### src/hdl/neighborhood_window_generator_defines.svh
// Assertion macros for the window generator
`ifndef NEIGHBORHOOD_WINDOW_GENERATOR_DEFINES_SVH
`define NEIGHBORHOOD_WINDOW_GENERATOR_DEFINES_SVH

`ifndef SYNTHESIS
`define NWG_ASSERT_NOW(label, clk, rst_n, cond, prop) \
    label: assert property (@(posedge clk) disable iff (!rst_n) (cond) |-> (prop)) \
        else $error("window generator check failed");
`define NWG_ASSERT_NEXT(label, clk, rst_n, cond, prop) \
    label: assert property (@(posedge clk) disable iff (!rst_n) (cond) |=> (prop)) \
        else $error("window generator check failed");
`else
`define NWG_ASSERT_NOW(label, clk, rst_n, cond, prop)
`define NWG_ASSERT_NEXT(label, clk, rst_n, cond, prop)
`endif

`endif

### src/hdl/nwg_pkg.sv
package nwg_pkg;

    localparam int unsigned MAX_WIDTH   = 1024;
    localparam int unsigned MAX_HEIGHT  = 1024;
    localparam int unsigned HIST_DEPTH  = 2 * MAX_WIDTH + 2;
    localparam int unsigned SLOT_W      = $clog2(HIST_DEPTH);
    localparam int unsigned WID_W       = $clog2(MAX_WIDTH + 1);
    localparam int unsigned HGT_W       = $clog2(MAX_HEIGHT + 1);
    localparam int unsigned CNT_W       = $clog2(MAX_WIDTH * MAX_HEIGHT + MAX_WIDTH + 2);
    localparam int unsigned CFG_DATA_W  = 11;
    localparam int unsigned CFG_ADDR_W  = 1;
    localparam int unsigned PIX_W       = 8;
    localparam int unsigned IDX_W       = 20;
    localparam int unsigned WIN_SIZE    = 9;

    localparam int unsigned QUEUE_DEPTH = 4;
    localparam int unsigned QPTR_W      = $clog2(QUEUE_DEPTH);
    localparam int unsigned QCNT_W      = $clog2(QUEUE_DEPTH + 1);
    localparam int unsigned OUT_DEPTH   = 4;
    localparam int unsigned OPTR_W      = $clog2(OUT_DEPTH);
    localparam int unsigned OCNT_W      = $clog2(OUT_DEPTH + 1);

    localparam logic [CFG_ADDR_W-1:0] REG_IMAGE_WIDTH  = CFG_ADDR_W'(0);
    localparam logic [CFG_ADDR_W-1:0] REG_IMAGE_HEIGHT = CFG_ADDR_W'(1);
    localparam logic [CFG_DATA_W-1:0] WIDTH_RESET      = CFG_DATA_W'(640);
    localparam logic [CFG_DATA_W-1:0] HEIGHT_RESET     = CFG_DATA_W'(480);

    localparam logic ACTION_PIXEL = 1'b0;
    localparam logic ACTION_FLUSH = 1'b1;

    typedef struct packed {
        logic             action;
        logic [PIX_W-1:0] pixel_value;
    } in_item_t;

    typedef struct packed {
        logic [PIX_W-1:0] up_left;
        logic [PIX_W-1:0] up;
        logic [PIX_W-1:0] up_right;
        logic [PIX_W-1:0] left;
        logic [PIX_W-1:0] center;
        logic [PIX_W-1:0] right;
        logic [PIX_W-1:0] down_left;
        logic [PIX_W-1:0] down;
        logic [PIX_W-1:0] down_right;
        logic [IDX_W-1:0] center_index;
        logic             last_of_image;
    } out_item_t;

    typedef struct packed {
        logic              write;
        logic              emit;
        logic              last;
        logic              ovr;
        logic [SLOT_W-1:0] wr_slot;
        logic [PIX_W-1:0]  pix;
        logic [CNT_W-1:0]  center_pos;
        logic [SLOT_W-1:0] center_slot;
    } op_t;

    typedef struct packed {
        logic [WID_W-1:0] width;
        logic [CNT_W-1:0] count;
    } cfg_t;

endpackage

### src/hdl/nwg_op_queue.sv
module nwg_op_queue
    import nwg_pkg::*;
(
    input  logic clk,
    input  logic rst_n,
    input  logic push,
    input  op_t  push_op,
    input  logic pop,
    output logic head_valid,
    output op_t  head_op,
    output logic full
);

    op_t               entry_reg [QUEUE_DEPTH];
    logic [QPTR_W-1:0] wr_ptr_reg, wr_ptr_next;
    logic [QPTR_W-1:0] rd_ptr_reg, rd_ptr_next;
    logic [QCNT_W-1:0] count_reg, count_next;

    always_comb
    begin
        wr_ptr_next = wr_ptr_reg;
        rd_ptr_next = rd_ptr_reg;
        count_next  = count_reg;
        if (push)
        begin
            wr_ptr_next = (wr_ptr_reg == QPTR_W'(QUEUE_DEPTH - 1)) ? '0
                                                                  : wr_ptr_reg + QPTR_W'(1);
        end
        if (pop)
        begin
            rd_ptr_next = (rd_ptr_reg == QPTR_W'(QUEUE_DEPTH - 1)) ? '0
                                                                  : rd_ptr_reg + QPTR_W'(1);
        end
        if (push && !pop)
        begin
            count_next = count_reg + QCNT_W'(1);
        end
        else if (pop && !push)
        begin
            count_next = count_reg - QCNT_W'(1);
        end
    end

    always_ff @(posedge clk or negedge rst_n)
    begin
        if (!rst_n)
        begin
            wr_ptr_reg <= '0;
            rd_ptr_reg <= '0;
            count_reg  <= '0;
        end
        else
        begin
            wr_ptr_reg <= wr_ptr_next;
            rd_ptr_reg <= rd_ptr_next;
            count_reg  <= count_next;
        end
    end

    always_ff @(posedge clk)
    begin
        if (push)
        begin
            entry_reg[wr_ptr_reg] <= push_op;
        end
    end

    assign head_valid = (count_reg != '0);
    assign head_op    = entry_reg[rd_ptr_reg];
    assign full       = (count_reg == QCNT_W'(QUEUE_DEPTH));

endmodule

### config.mk
export PLATFORM = sky130hd
export DESIGN_NAME = nwg_op_queue
export DESIGN_NICKNAME = d
export VERILOG_FILES = /design/src/hdl/neighborhood_window_generator_defines.svh /design/src/hdl/nwg_pkg.sv /design/src/hdl/nwg_op_queue.sv
export SDC_FILE = /design/constraint.sdc
export NUM_CORES = 1
export LEC_CHECK = 0
export BUFFER_PORTS_ARGS = -buffer_cell sky130_fd_sc_hd__buf_4
export CORE_MARGIN = 3
export CORE_UTILIZATION = 45
export CTS_BUF_LIST = sky130_fd_sc_hd__clkbuf_8
export DETAILED_ROUTE_END_ITERATION = 6
export RECOVER_POWER = 50
export SETUP_SLACK_MARGIN = 0.2
export SLEW_MARGIN = 25
export SYNTH_ARGS = -nofsm -noshare
export SYNTH_HDL_FRONTEND = slang
export SYNTH_SLANG_ARGS = --single-unit
export TNS_END_PERCENT = 1
### constraint.sdc
create_clock -name clk -period 5.75 [get_ports clk]
set_input_delay 0.575 -clock clk [delete_from_list [all_inputs] [get_ports clk]]
set_output_delay 0.575 -clock clk [all_outputs]
set_load 0.02 [all_outputs]
## Word level (Yosys, flattened, before mapping)

Memory sizes are Yosys's and may differ from the RTL's.
Cells that the tools add are included.

- Multiply operators: 0
- Divide/modulo/power cells: 0
- Muxes and demuxes: 6
- Equality and inequality tests: 3
- Add/sub/neg operators: 4
- Bitwise operators: 0
- Reductions and logical operators: 6
- Shift operators: 0
- Order comparisons: 0

Operators by type and width:

| kind | number |
|---|---|
| two-way mux 3 bit | 2 |
| adder 2 x 1 -> 2 bit (second input constant) | 2 |
| equality test 2 bit (second input constant) | 2 |
| two-way mux 2 bit | 2 |
| adder 3 x 1 -> 3 bit (second input constant) | 1 |
| equality test 3 bit (second input constant) | 1 |
| nonzero test 3 bit | 1 |
| subtractor 3 x 1 -> 3 bit (second input constant) | 1 |
| logical AND 1 bit | 2 |
| logical NOT 1 bit | 2 |
| two-way mux 1 bit | 2 |
| nonzero test 2 bit | 1 |

- Memory bits (writable): 228
- Bits in latches: 0
- Register bits: 7
- Bits in read-only memories: 0
- Memories kept: 1
- Output and inout port bits: 59

Memories:

| memory | depth | bits a word | rd ports | clocked after memory_dff | wr ports | line | source |
|---|---|---|---|---|---|---|---|
| entry_reg | 4 | 57 | 1 | 0 | 1 | nwg_op_queue.sv:14 | `op_t entry_reg [QUEUE_DEPTH];` |

## Depth between registers and ports, before layout

Gate-level depths: netlist of run 1.

- Depth in word-level cells: 4
- Depth in mapped cells: 7
- Depth with buffers taken out: 7

## Worst setup path before layout of run 1

OpenSTA, ideal clock, no wires.

- Path type: register -> register
- Start point: register wr_ptr_reg[0]
- End point: memory entry_reg[0][0] (netlist name) (enable)
- Buffers on the path: 0
- Period minus slack after synthesis: 2393 ps
- Setup slack: 3357 ps
- Stages on the path, launching flop included: 4
- Data arrival time: 1973 ps
- Path through: dfrtp_1 -> inv_1 -> ha_1 -> and2_1

RTL lines:

| item | line | source |
|---|---|---|
| start, declared | nwg_op_queue.sv:15 | `logic [QPTR_W-1:0] wr_ptr_reg, wr_ptr_next;` |
| start signal, assigned | nwg_op_queue.sv:54 | `wr_ptr_reg <= wr_ptr_next;` |
| end, declared | nwg_op_queue.sv:14 |  |

Straight into the memory's write port.

==> results of run 1 <==
worst reg2reg max path, delay by kind of cell, from the launching register on:
family                   cells  cell delay [ns]
adder cells (fa/ha/maj)      1             0.19
AND/OR/NAND/NOR              1             2.20
flip-flops                   1             0.40
per-layer routing:
metal	up-vias	share of wire, %	track usage, %
met5	-	0	0
met4	0	2.1	5.25
met3	30	9.0	6.08
met2	129	49	23.9
met1	1997	40	19.6
li1	1728	-	-
where the power goes:
group	internal, mW	switching (mW)	leakage (nW)	total, mW
clock network	0.670	0.604	0.396	1.27
logic	0.780	0.875	0.855	1.65
registers	2.21	0.167	2.18	2.38
through the flow:
| stage | hold slack, ns | std cells | utilization [%] | instance area [µm²] |
|---|---|---|---|---|
| after floorplan | 0.279 | 335 | - | 8650 |
| after global placement | 0.390 | 677 | 52.0 | 9760 |
| after detailed placement | 0.389 | 677 | 52.0 | 9760 |
| after CTS | 0.218 | 747 | 55.7 | 10500 |
| after global routing | 0.295 | 747 | 54.5 | 10200 |
| final | 0.322 | 747 | 54.5 | 10200 |
timing repair:
item	4_1_cts	5_1_grt
hold buffers	1	0
buffers inserted	0	0
hold endpoints to repair	7	0
cells by family (layout without fill, tap and decap cells):
kind of cell | after synthesis | in the layout | synth area share, %
XOR/XNOR | 3 | 3 | 0.304
multiplexers | 60 | 60 | 15.2
AND/OR/NAND/NOR | 11 | 11 | 0.665
adder cells (fa/ha/maj) | 7 | 7 | 1.10
buffers and inverters | 17 | 195 | 1.42
AO/OA/AOI/OAI | 2 | 2 | 0.116
flip-flops | 235 | 235 | 81.2
area by class of cell:
cell class	instances	area (µm²)
multi-input cells	83	1510
repair buffers	122	697
clock inverters	27	108
clock buffers	42	578
inverters	4	15.0
well taps	234	293
flip-flops and latches	235	7030
fillers	1497	8540
worst min path at each step:
stage                     start                         end  slack (ns)  depth (start not counted)
floorplan                 rst_n    count_reg[0]$_DFFE_PN0P_        0.28                          0
global placement          rst_n    count_reg[2]$_DFFE_PN0P_        0.39                          1
detailed placement        rst_n    count_reg[1]$_DFFE_PN0P_        0.39                          1
CTS                 push_op[30]  entry_reg[3][30]$_DFFE_PP_        0.22                          1
global route        push_op[13]  entry_reg[1][13]$_DFFE_PP_        0.29                          1
finish              push_op[13]  entry_reg[1][13]$_DFFE_PP_        0.32                          1
Yosys cell counts:
library cell / count
nor3b_1: 1
ha_1: 6
edfxtp_1: 228
xnor2_1: 1
inv_1: 4
fa_1: 1
or3_1: 1
buf_6: 1
and2_1: 4
o21ai_0: 2
nor2_1: 3
buf_1: 3
dfrtp_1: 7
buf_12: 2
nand2_1: 2
mux4_2: 57
xor2_1: 2
mux2_2: 3
buf_4: 4
buf_2: 3
==> results.toml, run 1 <==
[run_status]
status = "finished with violations"
violations = "capacitance limit, slew limit"

[yosys]
synth_fp_nets = 403
netlist.top_cell.by_area = "edfxtp_1"
synth_area_leaders = "edfxtp_1, mux4_2, dfrtp_1"
synth-seq-cells = 235
avgSynthCellArea_um2 = 25.8
synth_cell_type_count = 20
yosysSeqAreaShare_pct = 81.2
synth_warnings = 0
synthDominantCellAreaShare_pct = 79.1
synthCells = 335
syn-cell-area_um2 = 8650

[setup_path]
worstReg2RegStart = "wr_ptr_reg[0]$_DFFE_PN0P_"
critPathArrivalTime_ns = 2.92
crit_start = "rd_ptr_reg[1]$_DFFE_PN0P_"
crit_path_end = "head_op[48]"
cp-start-kind = "register"
critPathKind = "register to primary output"
critPathTopFamily = "flip-flops"
max_stage_delay_ns = 1.21
rr_worst_depth = 2
regToRegSetupSlack_ns = 2.49
crit_chain = "buf_4 > mux4_2 > buf_4"
r2r-end = "entry_reg[3][35]$_DFFE_PP_"
crit_cells = 3
slowest_stage = "dfrtp_1"
path_max_fanout = 31
crit_buf_inv = 2
cpMostUsedCell = "buf_4"
required_ns = 5.18
crit_path_end_kind = "primary output"

[finish]
antenna_cells = 0
syn_to_final_growth_pct = 18.3
final_cell_mix = "edfxtp_1, buf_4, clkbuf_1"
drive_above_1_share_pct = 33.3
final_common_cell = "edfxtp_1"
nNetsFinal = 553
largest_reg_flops = 228

[clocking]
clkSlewWorstSetupHoldPaths_ns = 0.06
cts_buffer_depth = 3
root_buffer = "clkbuf_8"
cts_sinks = 235
numCtsBuffers = 39
clock_latency_ns = 0.51
cts_tree = "done"
htree_levels = 2
cts_resized = 0

[sta]
timing.fmax_mhz = 287
grt_setup_unrepaired = "false"
slew_headroom_pct = -101
final_hold_viol_count = 0
fin_crit_ns = 3.49
min_period_over_period_pct = 60.7
worst_pin_slew_ns = 3.02
report.final.slew_viol_count = 58
skew_ns = 0.0185
setup_viol = 0
fin_tns_setup_ns = 0
layout_setup_ws_ns = 2.26

[global_route]
antenna_found_initial = 0
overflow = 0
grt_usage_pct = 15.2
grt_pass1_vias = 4299
grt_pass1_wl_um = 23800
grt_max_degree = 58

[floorplanning]
die_area_um2 = 20900
fp-row-count = 50
initial_utilization_pct = 46.1
die_h_um = 145
core_area_um2 = 18800
io_pins = 120
chipWidth_um = 145

[power]
power_mw = 5.30
peakVddDrop_mv = 0.258
leakage_nw = 3.43
p_per_area_nw_per_um2 = 518

[placement]
port_buffers = 119
pre_cts_slack_ns = 2.81
hpwl_um = 8610
gp_congestion = 0.676

[routing]
wl_per_cell_um = 20.7
drt_first_pass_iters = 4
drt-initial-drc-count = 270
wl_um = 15500
drc = 0
via_count = 3884
drt-vias-per-instance = 5.20
antenna_left = 0

[min_path]
hp-class = "primary input to register"

[run]
cap_violations = 1
Power figures use the tool's default switching activity.
==> inputs of run 2 (changes only) <==
--- a/config.mk
+++ b/config.mk
@@ -10,6 +10,7 @@
 export CORE_UTILIZATION = 45
 export CTS_BUF_LIST = sky130_fd_sc_hd__clkbuf_8
 export DETAILED_ROUTE_END_ITERATION = 6
+export PLACE_DENSITY = 0.67
 export RECOVER_POWER = 50
 export SETUP_SLACK_MARGIN = 0.2
 export SLEW_MARGIN = 25
==> constraint.sdc (replaced) <==
create_clock -name clk -period 2.93 [get_ports clk]
set_input_delay 0.293 -clock clk [delete_from_list [all_inputs] [get_ports clk]]
set_output_delay 0.293 -clock clk [all_outputs]
set_load 0.02 [all_outputs]
==> run 2 against run 1 <==
Net effect:
- the flow now finishes without violations
- clock power is 120% higher
- cell area rose by 8.0%
- register-to-register slack lost 1.6 ns
- global-route usage up 0.43 points
- highest routed layer unchanged
- core utilization is 4.4 points higher
==> results.toml, run 2 (same netlist as run 1, synthesis figures left out) <==
[placement]
gp_congestion = 0.715
port_buffers = 119
hpwl_um = 9420
place_inst = 689

[routing]
wl_per_cell_um = 19.6
drt-vias-per-instance = 5.15
antenna_left = 0
drc = 0
drt-initial-drc-count = 239
drt_first_pass_iters = 4
via_count = 4199
wl_um = 16000

[clocking]
cts_resized = 0
cts_tree = "done"
cts_sinks = 235
clock_latency_ns = 0.52
clkSlewWorstSetupHoldPaths_ns = 0.05
root_buffer = "clkbuf_8"
cts_buffer_depth = 3
htree_levels = 2
numCtsBuffers = 39

[finish]
drive_above_1_share_pct = 33.0
final_common_cell = "edfxtp_1"
nNetsFinal = 623
antenna_cells = 0
final_core_util_pct = 58.9
syn_to_final_growth_pct = 27.7
final_cell_mix = "edfxtp_1, buf_4, dlygate4sd3_1, clkbuf_1, mux4_2"
largest_reg_flops = 228
fin_cells = 816

[global_route]
grt_pass1_wl_um = 24600
grt_usage_pct = 15.7
antenna_found_initial = 0
grt_pass1_vias = 4568
overflow = 0
grt_max_degree = 49

[run]
cap_violations = 0

[setup_path]
crit_chain = "buf_4 > mux4_2 > buf_4"
cpMostUsedCell = "buf_4"
path_max_fanout = 15
max_stage_delay_ns = 0.64
rr_worst_depth = 3
crit_path_end_kind = "primary output"
slowest_stage = "dfrtp_4"
critPathArrivalTime_ns = 2.24
cp-start-kind = "register"
critPathKind = "register to primary output"
required_ns = 2.64

[min_path]
hp-class = "primary input to register"
hold_depth = 2

[sta]
worst_pin_slew_ns = 0.986
slew_headroom_pct = 34.3
setup_viol = 0
grt_setup_unrepaired = "false"
min_period_over_period_pct = 86.6
hold-worst-slack_ns = 0.0506
fin_tns_setup_ns = 0
fin_crit_ns = 2.54
report.final.slew_viol_count = 0
timing.fmax_mhz = 394
final_hold_viol_count = 0
skew_ns = 0.0180

[floorplanning]
die_h_um = 145
initial_utilization_pct = 46.1
chipWidth_um = 145
die_area_um2 = 20900
io_pins = 120
core_area_um2 = 18800
fp-row-count = 50

[run_status]
status = "complete, no violations"

[power]
leakage_nw = 3.78
p_per_area_nw_per_um2 = 991
peakVddDrop_mv = 0.578
run 2: final cells by class:
class                           count  area, µm²
Multi-Input combinational cell     83       1510
Tap cell                          234        293
Inverter                            4       15.0
Clock inverter                     27        214
Sequential cell                   235       7030
Fill cell                        1421       7720
Timing Repair Buffer              192       1420
Clock buffer                       41        564
run 2: layer usage:
metal | vias to the layer above | part of all wire, % | track usage [%]
li1 | 1870 | - | -
met1 | 2138 | 43 | 21.9
met2 | 163 | 48 | 24.2
met3 | 28 | 7.2 | 4.44
met4 | 0 | 2.1 | 5.20
met5 | - | 0 | 0
run 2: report_power, final:
| group | total (mW) | internal [mW] | switching [mW] | leakage (nW) |
|---|---|---|---|---|
| Combinational | 3.59 | 1.69 | 1.90 | 1.18 |
| Sequential | 4.52 | 4.32 | 0.201 | 2.18 |
| Clock | 2.84 | 1.65 | 1.20 | 0.424 |
| Total | 11.0 | 7.65 | 3.30 | 3.78 |
run 2: what timing repair did:
action	in CTS	in global routing
hold endpoints to repair	235	0
buffers inserted	1	0
hold buffers	58	0
setup endpoints to repair	33	0
run 2: worst paths after layout:
check                                            end  slack [ns]                 startpoint
max                                      head_op[38]        0.39  rd_ptr_reg[0]$_DFFE_PN0P_
min                        wr_ptr_reg[1]$_DFFE_PN0P_        0.05                       push
max reg2reg                entry_reg[3][6]$_DFFE_PP_        0.92  wr_ptr_reg[0]$_DFFE_PN0P_
min reg2reg                 count_reg[2]$_DFFE_PN0P_        0.49   count_reg[2]$_DFFE_PN0P_
max in group asynchronous  rd_ptr_reg[0]$_DFFE_PN0P_        2.35                      rst_n
min in group asynchronous   count_reg[0]$_DFFE_PN0P_        0.24                      rst_n
run 2: through the flow:
| step | setup WS, ns | instance area [µm²] | total power, mW |
|---|---|---|---|
| floorplan | 0.537 | 8650 | 6.85 |
| global placement | 0.658 | 9890 | 8.13 |
| detailed placement | 0.661 | 9890 | 8.19 |
| CTS | 0.293 | 11300 | 11.2 |
| global route | 0.234 | 11000 | 11.5 |
| finish | 0.392 | 11000 | 11.0 |
run 2: critical path, delay by kind of cell, from the launching register on:
kind | cells | cell delay (ns)
DFF | 1 | 0.64
muxes | 1 | 0.55
buffers and inverters | 2 | 0.54
