[config.mk]
export PLATFORM = sky130hd
export DESIGN_NAME = nwg_front
export DESIGN_NICKNAME = d
export VERILOG_FILES = /design/src/hdl/neighborhood_window_generator_defines.svh /design/src/hdl/nwg_pkg.sv /design/src/hdl/nwg_front.sv
export SDC_FILE = /design/constraint.sdc
export NUM_CORES = 1
export LEC_CHECK = 0
export BUFFER_PORTS_ARGS = -buffer_cell sky130_fd_sc_hd__buf_2
export CAP_MARGIN = 20
export CORE_UTILIZATION = 55
export DETAILED_ROUTE_END_ITERATION = 12
export PLACE_DENSITY = 0.72
export SLEW_MARGIN = 20
export SYNTH_ARGS = -nofsm -noshare
export SYNTH_HDL_FRONTEND = slang
export SYNTH_SLANG_ARGS = --single-unit
[constraint.sdc]
create_clock -name clk -period 13.95 [get_ports clk]
set_input_delay 1.395 -clock clk [delete_from_list [all_inputs] [get_ports clk]]
set_output_delay 1.395 -clock clk [all_outputs]
set_load 0.01 [all_outputs]
[src/hdl/neighborhood_window_generator_defines.svh]
// Assertion macros for the window generator
`ifndef NEIGHBORHOOD_WINDOW_GENERATOR_DEFINES_SVH
`define NEIGHBORHOOD_WINDOW_GENERATOR_DEFINES_SVH

`ifndef SYNTHESIS
`define NWG_ASSERT_NOW(label, clk, rst_n, cond, prop) \
    label: assert property (@(posedge clk) disable iff (!rst_n) (cond) |-> (prop)) \
        else $error("window generator check failed");
`define NWG_ASSERT_NEXT(label, clk, rst_n, cond, prop) \
    label: assert property (@(posedge clk) disable iff (!rst_n) (cond) |=> (prop)) \
        else $error("window generator check failed");
`else
`define NWG_ASSERT_NOW(label, clk, rst_n, cond, prop)
`define NWG_ASSERT_NEXT(label, clk, rst_n, cond, prop)
`endif

`endif

[src/hdl/nwg_pkg.sv]
package nwg_pkg;

    localparam int unsigned MAX_WIDTH   = 1024;
    localparam int unsigned MAX_HEIGHT  = 1024;
    localparam int unsigned HIST_DEPTH  = 2 * MAX_WIDTH + 2;
    localparam int unsigned SLOT_W      = $clog2(HIST_DEPTH);
    localparam int unsigned WID_W       = $clog2(MAX_WIDTH + 1);
    localparam int unsigned HGT_W       = $clog2(MAX_HEIGHT + 1);
    localparam int unsigned CNT_W       = $clog2(MAX_WIDTH * MAX_HEIGHT + MAX_WIDTH + 2);
    localparam int unsigned CFG_DATA_W  = 11;
    localparam int unsigned CFG_ADDR_W  = 1;
    localparam int unsigned PIX_W       = 8;
    localparam int unsigned IDX_W       = 20;
    localparam int unsigned WIN_SIZE    = 9;

    localparam int unsigned QUEUE_DEPTH = 4;
    localparam int unsigned QPTR_W      = $clog2(QUEUE_DEPTH);
    localparam int unsigned QCNT_W      = $clog2(QUEUE_DEPTH + 1);
    localparam int unsigned OUT_DEPTH   = 4;
    localparam int unsigned OPTR_W      = $clog2(OUT_DEPTH);
    localparam int unsigned OCNT_W      = $clog2(OUT_DEPTH + 1);

    localparam logic [CFG_ADDR_W-1:0] REG_IMAGE_WIDTH  = CFG_ADDR_W'(0);
    localparam logic [CFG_ADDR_W-1:0] REG_IMAGE_HEIGHT = CFG_ADDR_W'(1);
    localparam logic [CFG_DATA_W-1:0] WIDTH_RESET      = CFG_DATA_W'(640);
    localparam logic [CFG_DATA_W-1:0] HEIGHT_RESET     = CFG_DATA_W'(480);

    localparam logic ACTION_PIXEL = 1'b0;
    localparam logic ACTION_FLUSH = 1'b1;

    typedef struct packed {
        logic             action;
        logic [PIX_W-1:0] pixel_value;
    } in_item_t;

    typedef struct packed {
        logic [PIX_W-1:0] up_left;
        logic [PIX_W-1:0] up;
        logic [PIX_W-1:0] up_right;
        logic [PIX_W-1:0] left;
        logic [PIX_W-1:0] center;
        logic [PIX_W-1:0] right;
        logic [PIX_W-1:0] down_left;
        logic [PIX_W-1:0] down;
        logic [PIX_W-1:0] down_right;
        logic [IDX_W-1:0] center_index;
        logic             last_of_image;
    } out_item_t;

    typedef struct packed {
        logic              write;
        logic              emit;
        logic              last;
        logic              ovr;
        logic [SLOT_W-1:0] wr_slot;
        logic [PIX_W-1:0]  pix;
        logic [CNT_W-1:0]  center_pos;
        logic [SLOT_W-1:0] center_slot;
    } op_t;

    typedef struct packed {
        logic [WID_W-1:0] width;
        logic [CNT_W-1:0] count;
    } cfg_t;

endpackage

[src/hdl/nwg_front.sv]
module nwg_front
    import nwg_pkg::*;
(
    input  logic                  clk,
    input  logic                  rst_n,
    input  logic                  cfg_write_en,
    input  logic [CFG_ADDR_W-1:0] cfg_addr,
    input  logic [CFG_DATA_W-1:0] cfg_data,
    input  logic                  in_valid,
    output logic                  in_ready,
    input  in_item_t              in_data,
    input  logic                  queue_full,
    output logic                  op_push,
    output op_t                   op,
    output cfg_t                  cfg
);

    function automatic int unsigned clamp_dim(input logic [CFG_DATA_W-1:0] v,
                                              input int unsigned hi);
        int unsigned x;
        x = 32'(v);
        if (x == 0)
        begin
            x = 1;
        end
        else if (x > hi)
        begin
            x = hi;
        end
        return x;
    endfunction

    function automatic logic [SLOT_W-1:0] slot_inc(input logic [SLOT_W-1:0] s);
        if (s == SLOT_W'(HIST_DEPTH - 1))
        begin
            return '0;
        end
        return s + SLOT_W'(1);
    endfunction

    logic [CFG_DATA_W-1:0] width_reg;
    logic [CFG_DATA_W-1:0] height_reg;
    logic                  cfg_wait_reg;
    logic [WID_W-1:0]      width_eff_reg;
    logic [CNT_W-1:0]      count_reg;
    logic [WID_W-1:0]      width_eff_next;
    logic [HGT_W-1:0]      height_eff_next;
    logic [CNT_W-1:0]      count_next;

    logic [CNT_W-1:0]  rx_reg, rx_next;
    logic [CNT_W-1:0]  tx_reg, tx_next;
    logic [SLOT_W-1:0] rx_slot_reg, rx_slot_next;
    logic [SLOT_W-1:0] tx_slot_reg, tx_slot_next;

    logic             accept;
    logic             is_pixel;
    logic [CNT_W-1:0] span;
    logic [CNT_W-1:0] w_span;
    logic             pix_ok;
    logic             room;
    logic             flush_ok;
    logic             flush_clear;
    logic             emit;
    logic             at_end;

    always_ff @(posedge clk or negedge rst_n)
    begin
        if (!rst_n)
        begin
            width_reg    <= WIDTH_RESET;
            height_reg   <= HEIGHT_RESET;
            cfg_wait_reg <= 1'b1;
        end
        else
        begin
            cfg_wait_reg <= cfg_write_en;
            if (cfg_write_en)
            begin
                unique case (cfg_addr)
                    REG_IMAGE_WIDTH:  width_reg  <= cfg_data;
                    REG_IMAGE_HEIGHT: height_reg <= cfg_data;
                    default: ;
                endcase
            end
        end
    end

    always_comb
    begin
        width_eff_next  = WID_W'(clamp_dim(width_reg, MAX_WIDTH));
        height_eff_next = HGT_W'(clamp_dim(height_reg, MAX_HEIGHT));
        count_next      = CNT_W'(width_eff_next) * CNT_W'(height_eff_next);
    end

    always_ff @(posedge clk)
    begin
        width_eff_reg <= width_eff_next;
        count_reg     <= count_next;
    end

    always_comb
    begin
        accept      = in_valid && in_ready;
        is_pixel    = (in_data.action == ACTION_PIXEL);
        span        = rx_reg - tx_reg;
        w_span      = CNT_W'(width_eff_reg) + CNT_W'(1);
        pix_ok      = is_pixel && (rx_reg < count_reg);
        room        = (tx_reg < rx_reg) && (span >= w_span);
        flush_ok    = !is_pixel && (rx_reg >= count_reg);
        flush_clear = flush_ok && (tx_reg >= count_reg);
        emit        = (pix_ok && room) || (flush_ok && !flush_clear);
        at_end      = (tx_reg + CNT_W'(1)) >= count_reg;

        op.write       = pix_ok;
        op.emit        = emit;
        op.last        = emit && at_end;
        op.ovr         = pix_ok && (span == w_span);
        op.wr_slot     = rx_slot_reg;
        op.pix         = in_data.pixel_value;
        op.center_pos  = tx_reg;
        op.center_slot = tx_slot_reg;
        op_push        = accept && (pix_ok || emit);

        rx_next      = rx_reg;
        tx_next      = tx_reg;
        rx_slot_next = rx_slot_reg;
        tx_slot_next = tx_slot_reg;
        if (accept)
        begin
            if ((emit && at_end) || flush_clear)
            begin
                rx_next      = '0;
                tx_next      = '0;
                rx_slot_next = '0;
                tx_slot_next = '0;
            end
            else
            begin
                if (emit)
                begin
                    tx_next      = tx_reg + CNT_W'(1);
                    tx_slot_next = slot_inc(tx_slot_reg);
                end
                if (pix_ok)
                begin
                    rx_next      = rx_reg + CNT_W'(1);
                    rx_slot_next = slot_inc(rx_slot_reg);
                end
            end
        end
    end

    always_ff @(posedge clk or negedge rst_n)
    begin
        if (!rst_n)
        begin
            rx_reg      <= '0;
            tx_reg      <= '0;
            rx_slot_reg <= '0;
            tx_slot_reg <= '0;
        end
        else
        begin
            rx_reg      <= rx_next;
            tx_reg      <= tx_next;
            rx_slot_reg <= rx_slot_next;
            tx_slot_reg <= tx_slot_next;
        end
    end

    assign in_ready  = !cfg_wait_reg && !queue_full;
    assign cfg.width = width_eff_reg;
    assign cfg.count = count_reg;

endmodule

Word level (Yosys, flattened, before mapping)
Cells that the tools add are included.
{ "totals": {"regBits": 121, "elab_cells": 78, "out_inout_bits": 91} }
{ "op_classes": {"magnitude_cmp": 8, "n_reduce_logical": 25, "eq_ne": 3, "n_addsub": 6, "n_mul": 1, "mux": 24, "bitwise": 2} }
{ "op_table": {"columns": ["op", "n"], "rows": [
  ["two-way mux 12 bit", 8],
  ["two-way mux 21 bit", 4],
  [">= comparator 21 bit", 3],
  ["two-way mux 11 bit", 4],
  ["adder 21 x 1 -> 21 bit (second input constant)", 2],
  ["< comparator 21 bit", 2],
  ["adder 12 x 1 -> 12 bit (second input constant)", 2],
  ["equality test 12 bit (second input constant)", 2],
  ["greater-than comparator 11 bit (second input constant)", 2],
  ["zero test 11 bit", 2],
  ["equality test 21 x 12 -> 1 bit", 1],
  [">= comparator 21 x 12 -> 1 bit", 1],
  ["multiplier 11 x 11 -> 21 bit", 1],
  ["subtractor 21 bit", 1],
  ["adder 11 x 1 -> 12 bit (second input constant)", 1],
  ["logical AND 1 bit", 11],
  ["two-way mux 1 bit", 8],
  ["AND reduction 2 bit", 4],
  ["nonzero test 2 bit", 2],
  ["zero test 1 bit", 3],
  ["logical OR 1 bit", 3],
  ["inverter 1 bit", 2]
]} }

Depth between registers and ports, before layout
Gate-level depths: netlist (run 1).
{ "depth": {"word_depth": 13, "mapped_depth": 27} }

Worst setup path after synthesis (run 1)
No wires, ideal clock.
{ "synth_timing": {"kind": "reg2reg", "start": "register width_reg[10]", "end": "register count_reg[20]", "t_arrival_ns": 5.400, "period_less_slack_ns": 5.520, "path_stages_with_launch": 22, "n_path_buf": 1, "setup_ns": 0.120, "setup_slack_ns": 8.430, "cell_sequence": "dfrtp_1 > inv_1 > clkbuf_1 > nand2_1 > inv_1 > nand2_1 > fa_1 > fa_1 > fa_1 > inv_1 > fa_1 > inv_1 > fa_1 > inv_1 > ha_1 > o41ai_1 > o21bai_1 > o21ai_0 > o211ai_1 > nor3_1 > a21oi_1 > xnor2_1"} }
{ "synth_between": {"elab_chain_cells": 4, "elab_cells_between_ends": 5, "cone_classes": "mul (1); order compare (1); mux (2); reduce/logical (1)"} }
{ "synth_rtl": {"columns": ["element", "line", "text"], "rows": [
  ["start, declared", "nwg_front.sv:41", "logic [CFG_DATA_W-1:0] width_reg;"],
  ["start signal, assigned", "nwg_front.sv:80", "REG_IMAGE_WIDTH: width_reg <= cfg_data;"],
  ["greater-than comparator 11 bit", "nwg_front.sv:26", "else if (x > hi)"],
  ["two-way mux 11 bit", "nwg_front.sv:26", null],
  ["two-way mux 11 bit (*)", "nwg_front.sv:22", "if (x == 0)"],
  ["via width_eff_next[6]", "nwg_front.sv:46", "logic [WID_W-1:0] width_eff_next;"],
  ["multiplier 11 x 11 -> 21 bit (*)", "nwg_front.sv:92", "count_next = CNT_W'(width_eff_next) * CNT_W'(height_eff_next);"],
  ["via count_next[20]", "nwg_front.sv:48", "logic [CNT_W-1:0] count_next;"],
  ["end signal, assigned", "nwg_front.sv:98", "count_reg <= count_next;"],
  ["end, declared", "nwg_front.sv:45", "logic [CNT_W-1:0] count_reg;"]
]} }
Mark *: on every way through the listed nets, which the timed path passes. The rest lies on a longest branch.
A chain may end at the register's enable or synchronous reset.

Final worst setup path (run 1)
Same ends and word-level chain as after synthesis.

==> results of run 1 <==
[routing by layer]
metal,global-route usage,up-vias
met4,0.129,2
li1,-,4832
met2,0.494,309
met1,0.380,4830
met5,0,-
met3,0.0673,66
[worst max-delay path, stage by stage (launching register included)]
cell	delay (ns)
dfrtp_1	0.48
inv_1	0.45
nand2_1	0.37
inv_1	0.27
nand2_1	0.11
fa_1	0.60
fa_1	0.47
fa_1	0.50
inv_1	0.05
fa_1	0.52
inv_1	0.05
fa_1	0.52
inv_1	0.04
ha_1	0.23
o41ai_1	0.66
o21bai_1	0.19
o21ai_0	0.25
o211ai_1	0.15
nor3_1	0.16
a21oi_1	0.07
xnor2_1	0.13
[per-stage QoR]
step / util / setup slack (ns)
detailed placement: 0.598 / 7.63
finish: 0.626 / 7.55
CTS: 0.626 / 7.61
global route: 0.626 / 7.17
global placement: 0.598 / 7.76
floorplan: - / 8.43
[how the worst max path moves through the flow]
stage / startpoint / to / cells after the start
2_1_floorplan: width_reg[10] / count_reg[20] / 21
3_3_place_gp: width_reg[10] / count_reg[20] / 20
3_5_place_dp: width_reg[10] / count_reg[20] / 20
4_1_cts: width_reg[10] / count_reg[20] / 20
5_1_grt: width_reg[10] / count_reg[20] / 22
6_report: width_reg[10] / count_reg[20] / 20
[cell type report]
| cell class | count | area [um^2] |
|---|---|---|
| well taps | 275 | 344 |
| repair buffers | 105 | 541 |
| inverters | 168 | 631 |
| multi-input cells | 1041 | 8340 |
| flip-flops and latches | 121 | 2880 |
| clock inverters | 12 | 100 |
| clock buffers | 20 | 489 |
| fillers | 1842 | 7960 |
[cells by family after synthesis]
group,count (synthesis),synth area share
flip-flops,121,0.238
AND/OR/NAND/NOR,455,0.178
XOR/XNOR,84,0.0609
multiplexers,25,0.0229
buffers and inverters,215,0.0714
AO/OA/AOI/OAI,237,0.130
adder cells (fa/ha/maj),240,0.298
[cells in the mapped netlist (3+ instances only)]
cell type,n
dfstp_2,7
nand2_1,132
xnor2_1,64
o21ai_0,41
and2_1,16
clkbuf_1,27
o211ai_1,10
nor4_1,11
a211o_1,3
mux2i_1,4
nand4_1,22
nor3b_1,3
fa_1,80
buf_4,12
and3_1,24
a21oi_1,60
a2111oi_0,4
mux2_2,21
dfxtp_1,32
inv_1,164
o22ai_1,14
buf_2,8
a31oi_1,10
ha_1,160
dfrtp_1,82
nand2b_1,17
nand3_1,43
a211oi_1,6
o2bb2ai_1,6
nor2_1,127
or2_2,4
a21boi_0,4
clkinv_1,3
xor2_1,20
or3_1,7
nor2b_1,23
o21ai_1,15
and4_1,5
nor3_1,16
a22o_1,11
a21o_1,19
o21a_1,7
[power groups by stage]
stage                     clock [mW]  combinational (mW)  sequential, mW
after floorplan                    0               0.599           0.469
after global placement             0               0.812           0.475
after detailed placement           0               0.827           0.475
after CTS                      0.451               0.842           0.468
after global routing           0.466               0.961           0.476
final                          0.447               0.837           0.468
==> key figures, run 1 <==
Worst setup path
  • Largest fanout on the critical path: 16
  • Worst Reg2Reg Path Length in Cells: 20
  • CP required: approximately 14 ns
  • Reg2Reg Setup Slack: about 7.6 ns
  • CP Class: register to register
  • CP Capture Type: register
  • Worst R2R Start: width_reg[10]
  • Type of origin of the critical path: register
  • Worst r2r dst: count_reg[20]
  • Critical Path AT: between 6 and 7 ns

Drt
  • Met1 WL: 13,800 um
  • Routed length on met3: 2230 um
  • Vias: ~10,000
  • Drt via density: about 5.8
  • First-pass iteration count of the detailed router: 6
  • DRC errors left: 0
  • Post-Route WL: 32,500 um
  • Initial DRC Count: 572
  • Max Used Layer: met5
  • Drt wl/cell: 18.6 um
  • DR WL met2: 15,300 um
  • Antenna-violating nets left: 0

Global route
  • Initial antenna violation count: 1
  • GRT overflow: 0
  • GRT Util Overall: 0.301
  • First-pass GRT wire length: between 50,000 and 60,000 um
  • Largest net degree at the start of global routing: 54
  • Vias in the first global route: about 9,900

Floorplanning
  • Die Ht: around 150 um
  • Io pins: 117
  • Full die area: 22,600 um^2
  • DIE WIDTH: 150 um
  • Initial Util: 0.567
  • Num rows: 53
  • Core Footprint: between 20,000 and 25,000 um^2

Timing
  • Final setup fails: 0
  • Setup Skew: roughly 0.014 ns
  • Slew headroom: 0.344
  • Final Max Slew Viols: 0
  • Fmax: 156 MHz
  • Slew @ Worst Pin: 0.982 ns
  • Final hold vios: 0
  • Fin crit share: 0.459
  • Setup TNS: 0 ns
  • Clock period minus worst slack: around 6.4 ns
  • WHS: 0.507 ns
  • RSZ-0062 raised after global routing: false

Status
  • Status: complete, no violations

Pwr
  • P_sw: 738 uW
  • Sw Share: 0.421
  • Pwr dens: around 130 nW/um^2
  • Reg power frac: 0.267
  • VDD IR-drop max: 0.0882 mV
  • Combinational share of power: 0.478
  • P_leak: 6.52 nW
  • Internal: 1.01 mW
  • Final Total Pwr: 1.75 mW
  • Clock power share: 0.255

CTS
  • Setup Buffers After CTS: 0
  • Num CTS Buffers: 17
  • Sink Count: approximately 120
  • Worst-path clk slew: 0.06 ns
  • CTS HTree Levels: 4
  • Hold Buf Count CTS: 0
  • CTS tree: yes
  • Post-CTS resize count: 0
  • Root Buffer: clkbuf_16
  • Latest clock arrival within the worst-skew pair: 0.44 ns
  • Clock tree buffer depth: 2

Synth
  • Register area share after synthesis: 0.238
  • Dominant cell type by area after synthesis: dfrtp_1
  • Post-synth top area share: 0.170
  • Syn Inst Count: between 1,000 and 1,500
  • Synthesized area: 12,100 um^2
  • Async SR Flop Fraction: 0.736
  • Post-synth EDFFs: 0
  • FF+latch count, synth: between 100 and 150
  • Synth warnings: 0
  • Syn_nets: 1,643
  • Count of unique library cells instantiated by Yosys: between 60 and 70
  • Synth area leaders: dfrtp_1 (17%), ha_1 (17%), fa_1 (13%)
  • Predominant post-synthesis flop cell: dfrtp_1
  • Mean Syn Cell Area: 8.77 um^2

Min path
  • Min-Delay Startpoint: tx_slot_reg[11]
  • Hold Path Class: register to register
  • Hold path depth: 1
  • Worst Hold End: tx_slot_reg[11]

Placed design
  • Final HPWL DP: approximately 26,000 um
  • PortBufs: 100
  • DP Area: 12,700 um^2
  • Placed cell count: 1,710
  • GP Congestion: between 0.9 and 1

Finish
  • Design area: 13,300 um^2
  • Most common cell after layout, fill and taps aside: inv_1
  • Most frequent cells in the layout: inv_1 (164), ha_1 (160), nand2_1 (132)
  • ANT cells: 0
  • Final nets: about 1,700
  • Layout cell share with drive strength beyond 1: 0.126
  • Layout area overhead: 10.4%
  • Post-route insts no fill: 1,742

Job
  • Max cap viols: 0
(Power assumes the default switching activity.)
==> inputs of run 2 (changes only) <==
PLACE_DENSITY = 0.75   (was 0.72)
clock period = 5.1 ns   (was 13.95 ns; I/O delays follow)
==> run 2 against run 1 <==
  * The flow now finishes with violations (negative setup slack)
  * Global-route usage grew 1.3 points
  * Die area is the same
  * Critical endpoint unchanged
  * Critical path depth is the same
  * Total power grew to 3.2 times the previous value
  * Non-clock buffer count grew 121
  * First-iteration DRC count grew 8.0%
  * Register-to-register slack lost 7.6 ns
==> key figures, run 2 (same netlist as run 1, synthesis figures left out) <==
Global route
  • GRT Util Overall: 0.313
  • Largest net degree at the start of global routing: 47
  • Initial antenna violation count: 0
  • GRT overflow: 0
  • Vias in the first global route: ~11,000
  • First-pass GRT wire length: 54,000 um

Worst setup path
  • Largest fanout on the critical path: 5
  • CP required: 5.41 ns
  • Worst path cell trace: buf_4 > nand2_2 > inv_2 > nand2_1 > fa_1 > fa_1 > fa_1 > inv_2 > fa_1 > inv_1 > fa_1 > inv_2 > ha_4 > o41ai_4 > o21bai_4 > o21ai_2 > o211ai_1 > nor3_1 > a21oi_1 > xnor2_1
  • CP Capture Type: register
  • Type of origin of the critical path: register
  • CP max stage delay: 0.54 ns
  • Crit-path slowest cell: dfstp_2
  • Critical Path AT: 5.44 ns
  • CP Class: register to register
  • Most used cell, CP: fa_1

Floorplanning
  • Initial Util: 0.567
  • Io pins: roughly 120
  • Die Ht: ~150 um
  • Core Footprint: 21,300 um^2
  • Num rows: 53
  • Full die area: 22,600 um^2
  • DIE WIDTH: 150 um

Min path
  • Hold Path Class: input port to async pin

Timing
  • Fin crit share: 1.01
  • WHS: 0.0977 ns
  • Final worst setup slack: -0.0298 ns
  • Setup Skew: slightly above 0.01 ns
  • Setup TNS: -0.0298 ns
  • Clock period minus worst slack: ~5.1 ns
  • Final Max Slew Viols: 0
  • Slew @ Worst Pin: 0.991 ns
  • Fmax: 195 MHz
  • Final setup fails: 1
  • Final hold vios: 0
  • RSZ-0062 raised after global routing: true
  • Slew headroom: 0.338

Drt
  • Drt via density: 5.76
  • First-pass iteration count of the detailed router: 5
  • Antenna-violating nets left: 0
  • Initial DRC Count: 618
  • DRC errors left: 0
  • Post-Route WL: 33,800 um
  • Drt wl/cell: around 18 um
  • Vias: 10,700

Placed design
  • Placed cell count: between 1,500 and 2,000
  • DP Area: 13,700 um^2
  • GP Congestion: between 0.9 and 1
  • PortBufs: 100
  • Final HPWL DP: 26,800 um
  • Worst slack at placement: -0.274 ns

Finish
  • ANT cells: 0
  • Storage cell area: 2880 um^2
  • Most frequent cells in the layout: ha_1 (146), inv_1 (144), nand2_1 (126)
  • Multi-input gate area: 8790 um^2
  • Design area: approximately 15,000 um^2
  • Most common cell after layout, fill and taps aside: ha_1
  • Post-route insts no fill: 1,863
  • Fin util: 0.695
  • Filler instances: 1,602
  • Layout cell share with drive strength beyond 1: 0.247
  • Layout area overhead: 22.5%
  • Final nets: roughly 1,800

CTS
  • Num CTS Buffers: 17
  • Sink Count: 121
  • Worst-path clk slew: ~0.060 ns
  • Latest clock arrival within the worst-skew pair: 0.43 ns
  • Clock tree buffer depth: 2
  • CTS HTree Levels: 4
  • CTS tree: yes
  • Root Buffer: clkbuf_16

Status
  • Failing checks: negative setup slack
  • Status: finished, violations left

Pwr
  • Combinational share of power: 0.544
  • Internal: 3.27 mW
  • P_sw: 2.29 mW
  • VDD IR-drop max: 0.290 mV
  • Clock power share: 0.227
  • P_leak: 7.18 nW
  • Sw Share: 0.412
  • Final Total Pwr: 5.56 mW
  • Pwr dens: ~380 nW/um^2
  • Reg power frac: 0.229

Job
  • Max cap viols: 0
[run 2: changes by cell type in the layout (fill, tap and decap cells not counted), moves of 7 or more]
cell	delta
ha_4	+12
ha_1	-14
inv_1	-20
buf_4	+112
inv_2	+17
nor2_1	-7
o21ai_0	-7
[run 2: repair_timing]
action,4_1_cts,5_1_grt
hold buffers,0,0
endpoints found under the setup margin,8,12
gates resized for setup,37,52
cloned,0,0
hold endpoints to repair,0,0
pin swaps,35,19
setup buffers,15,5
[run 2: layer usage]
metal / vias up / wire length, um / track usage
met5: - / 0 / 0
met4: 0 / 1480 / 0.154
li1: 5076 / - / -
met3: 95 / 1710 / 0.0424
met1: 5182 / 14000 / 0.395
met2: 369 / 16600 / 0.528
[run 2: area by class of cell]
cell class              count  area share
multi-input cells        1041       0.594
flip-flops and latches    121       0.194
repair buffers            226       0.103
inverters                 168      0.0433
clock buffers              22      0.0350
well taps                 275      0.0233
clock inverters            10     0.00685
[run 2: worst max-delay path, delay by kind of cell (launching register included)]
kind	cells	cell delay [ns]
XOR/XNOR	1	0.12
adder cells (fa/ha/maj)	6	2.68
AND/OR/NAND/NOR	3	0.33
flip-flops	1	0.54
buffers and inverters	5	0.38
AO/OA/AOI/OAI	5	0.93
[run 2: path summary, 6_finish.rpt]
kind                                 start         endpoint  slack (ns)  depth (start not counted)
max                           width_reg[7]    count_reg[20]       -0.03                         20
min                                  rst_n       tx_reg[18]         0.1                          1
max reg2reg                   width_reg[7]    count_reg[20]       -0.03                         20
min reg2reg                tx_slot_reg[11]  tx_slot_reg[11]        0.51                          1
max in group asynchronous            rst_n   height_reg[10]        3.93                          2
min in group clk              cfg_write_en     cfg_wait_reg        0.21                          1
[run 2: power by group through the flow]
stage	Clock (mW)	Combinational, mW	Sequential [mW]
after global routing	1.32	3.37	1.28
after global placement	0	2.60	1.28
after detailed placement	0	2.69	1.28
after floorplan	0	1.75	1.28
after CTS	1.28	2.87	1.27
final	1.26	3.02	1.27
==> inputs of run 3 (changes only) <==
CORE_UTILIZATION = 40   (was 55)
PLACE_DENSITY = default   (was 0.75)
SETUP_SLACK_MARGIN = 0.1   (was default)
==> run 3 against run 2 <==
  * The run still ends with negative setup slack left
  * Die area increased by 37%
  * Total power decreased by 1.6%
  * Core utilization decreased by 20 points
  * Clock skew decreased by 0.0016 ns
  * Via count decreased by 3.2%
  * Sequential power about the same
  * Clock power increased by 5%
  * Combinational power decreased by 5%
  * Register-to-register slack improved by 0.02 ns
  * Critical path depth increased by 2
  * Largest cell class unchanged
  * Highest routed layer unchanged
==> key figures, run 3 (same netlist as run 1, synthesis figures left out) <==
Global route
  • GRT overflow: 0
  • Vias in the first global route: between 10,000 and 15,000
  • Largest net degree at the start of global routing: 53
  • Most Crowded Layer GR: met2
  • Initial antenna violation count: 0
  • GRT Util Overall: 0.231
  • First-pass GRT wire length: 55,800 um
  • Met2 usage in global routing: 0.407
  • Met3 GRT Util: 0.0299
  • GRT met1 Usage: 0.284

Min path
  • Hold Path Class: input port to async pin

Pwr
  • Reg power frac: 0.232
  • Internal: between 3 and 4 mW
  • Sw Share: 0.406
  • Final Total Pwr: ~5.5 mW
  • Pwr dens: 371 nW/um^2
  • P_leak: a little over 7 nW
  • Clock power share: 0.241
  • Combinational share of power: 0.526
  • P_sw: 2.22 mW
  • VDD IR-drop max: between 0.2 and 0.25 mV

CTS
  • Root Buffer: clkbuf_16
  • Clock tree buffer depth: 2
  • CTS HTree Levels: 4
  • CTS tree: yes
  • Sink Count: 121
  • Latest clock arrival within the worst-skew pair: 0.44 ns
  • Worst-path clk slew: 0.06 ns
  • Num CTS Buffers: 17

Floorplanning
  • Die Ht: between 150 and 200 um
  • Num rows: between 60 and 70
  • Core Footprint: between 20,000 and 30,000 um^2
  • DIE WIDTH: between 150 and 200 um
  • Io pins: 117
  • Initial Util: 0.407
  • Full die area: 30,900 um^2

Timing
  • Slew headroom: 0.339
  • Setup Skew: 0.00859 ns
  • Fmax: 196 MHz
  • Final worst setup slack: -0.0139 ns
  • Final Max Slew Viols: 0
  • Slew @ Worst Pin: slightly below 1 ns
  • Final hold vios: 0
  • Final setup fails: 1
  • Clock period minus worst slack: 5.11 ns
  • RSZ-0062 raised after global routing: true
  • Fin crit share: 1.00

Worst setup path
  • CP Class: register to register
  • Largest fanout on the critical path: 4
  • Critical Path AT: 5.48 ns
  • CP Capture Type: register
  • CP required: between 5 and 6 ns
  • Crit-path slowest cell: fa_1
  • CP max stage delay: 0.54 ns
  • Worst path cell trace: nor4_4 > a31oi_1 > or2_4 > inv_4 > nand2_2 > fa_2 > fa_1 > inv_2 > fa_2 > fa_1 > inv_1 > fa_1 > inv_1 > ha_4 > nand3_2 > nand2_2 > o21bai_4 > o21ai_2 > o211ai_1 > nor3_1 > a21oi_1 > xnor2_1
  • Most used cell, CP: fa_1
  • Type of origin of the critical path: register

Finish
  • Design area: 14,700 um^2
  • Most common cell after layout, fill and taps aside: inv_1
  • Most frequent cells in the layout: inv_1 (151), ha_1 (149), nand2_1 (126)
  • Final nets: 1,828
  • Layout area overhead: 21.9%
  • Layout cell share with drive strength beyond 1: 0.232

Drt
  • Initial DRC Count: around 550
  • Drt via density: ~5.3
  • Post-Route WL: roughly 34,000 um
  • Antenna-violating nets left: 0
  • DRC errors left: 0
  • Drt wl/cell: 17.1 um
  • Vias: approximately 10,000
  • First-pass iteration count of the detailed router: 5

Status
  • Status: finished, violations left
  • Failing checks: negative setup slack

Placed design
  • GP Congestion: between 0.8 and 0.9
  • Final HPWL DP: roughly 27,000 um
  • PortBufs: 100
  • DP Area: roughly 14,000 um^2

Job
  • Max cap viols: 0
run 3: worst paths after layout:
path / start / to / slack [ns] / cells past startpoint
max reg2reg: width_reg[8] / count_reg[20] / -0.01 / 22
max: width_reg[8] / count_reg[20] / -0.01 / 22
min in group clk: cfg_write_en / cfg_wait_reg / 0.26 / 1
max in group asynchronous: rst_n / rx_slot_reg[6] / 3.94 / 2
min: rst_n / tx_slot_reg[0] / 0.13 / 1
min reg2reg: tx_slot_reg[11] / tx_slot_reg[11] / 0.50 / 1
run 3: area by class of cell:
type / count / area (um^2)
repair buffers: 213 / 1380
diodes: 1 / 2.50
fillers: 2860 / 14900
well taps: 390 / 488
inverters: 168 / 636
multi-input cells: 1041 / 8710
flip-flops and latches: 121 / 2880
clock inverters: 14 / 196
clock buffers: 18 / 429
run 3: metrics by stage:
step | TNS [ns] | hold slack (ns) | utilization | worst slack (ns) | instances
floorplan | 0 | 0.214 | - | 0.105 | 1377
detailed placement | -0.526 | 0.497 | 0.467 | -0.171 | 1918
global placement | -0.135 | 0.492 | 0.467 | -0.0623 | 1918
CTS | -0.0225 | 0.148 | 0.493 | -0.0114 | 1961
global route | -1.17 | 0.182 | 0.497 | -0.264 | 1965
finish | -0.0139 | 0.130 | 0.497 | -0.0139 | 1966
run 3: power by group through the flow:
stage / Clock (mW) / Combinational (mW) / Sequential [mW]
floorplan: 0 / 1.85 / 1.28
global route: 1.38 / 3.26 / 1.29
global placement: 0 / 2.65 / 1.28
detailed placement: 0 / 2.71 / 1.29
finish: 1.32 / 2.88 / 1.27
CTS: 1.34 / 2.79 / 1.27
run 3: per-layer routing:
metal	routed length, um	vias up
met4	1060	0
met1	14600	5060
met2	16800	227
met5	0	-
met3	1160	56
li1	-	5040
run 3: critical path, delay by kind of cell, from the launching register on:
kind	cells	cell delay, ns
AND/OR/NAND/NOR	6	0.84
buffers and inverters	4	0.24
adder cells (fa/ha/maj)	6	2.72
AO/OA/AOI/OAI	5	0.70
flip-flops	1	0.41
XOR/XNOR	1	0.13
run 3: timing repair:
item,4_1_cts,5_1_grt
buffers inserted,11,5
pin swaps,15,15
gates resized for setup,22,26
endpoints found under the setup margin,8,23
hold buffers,0,0
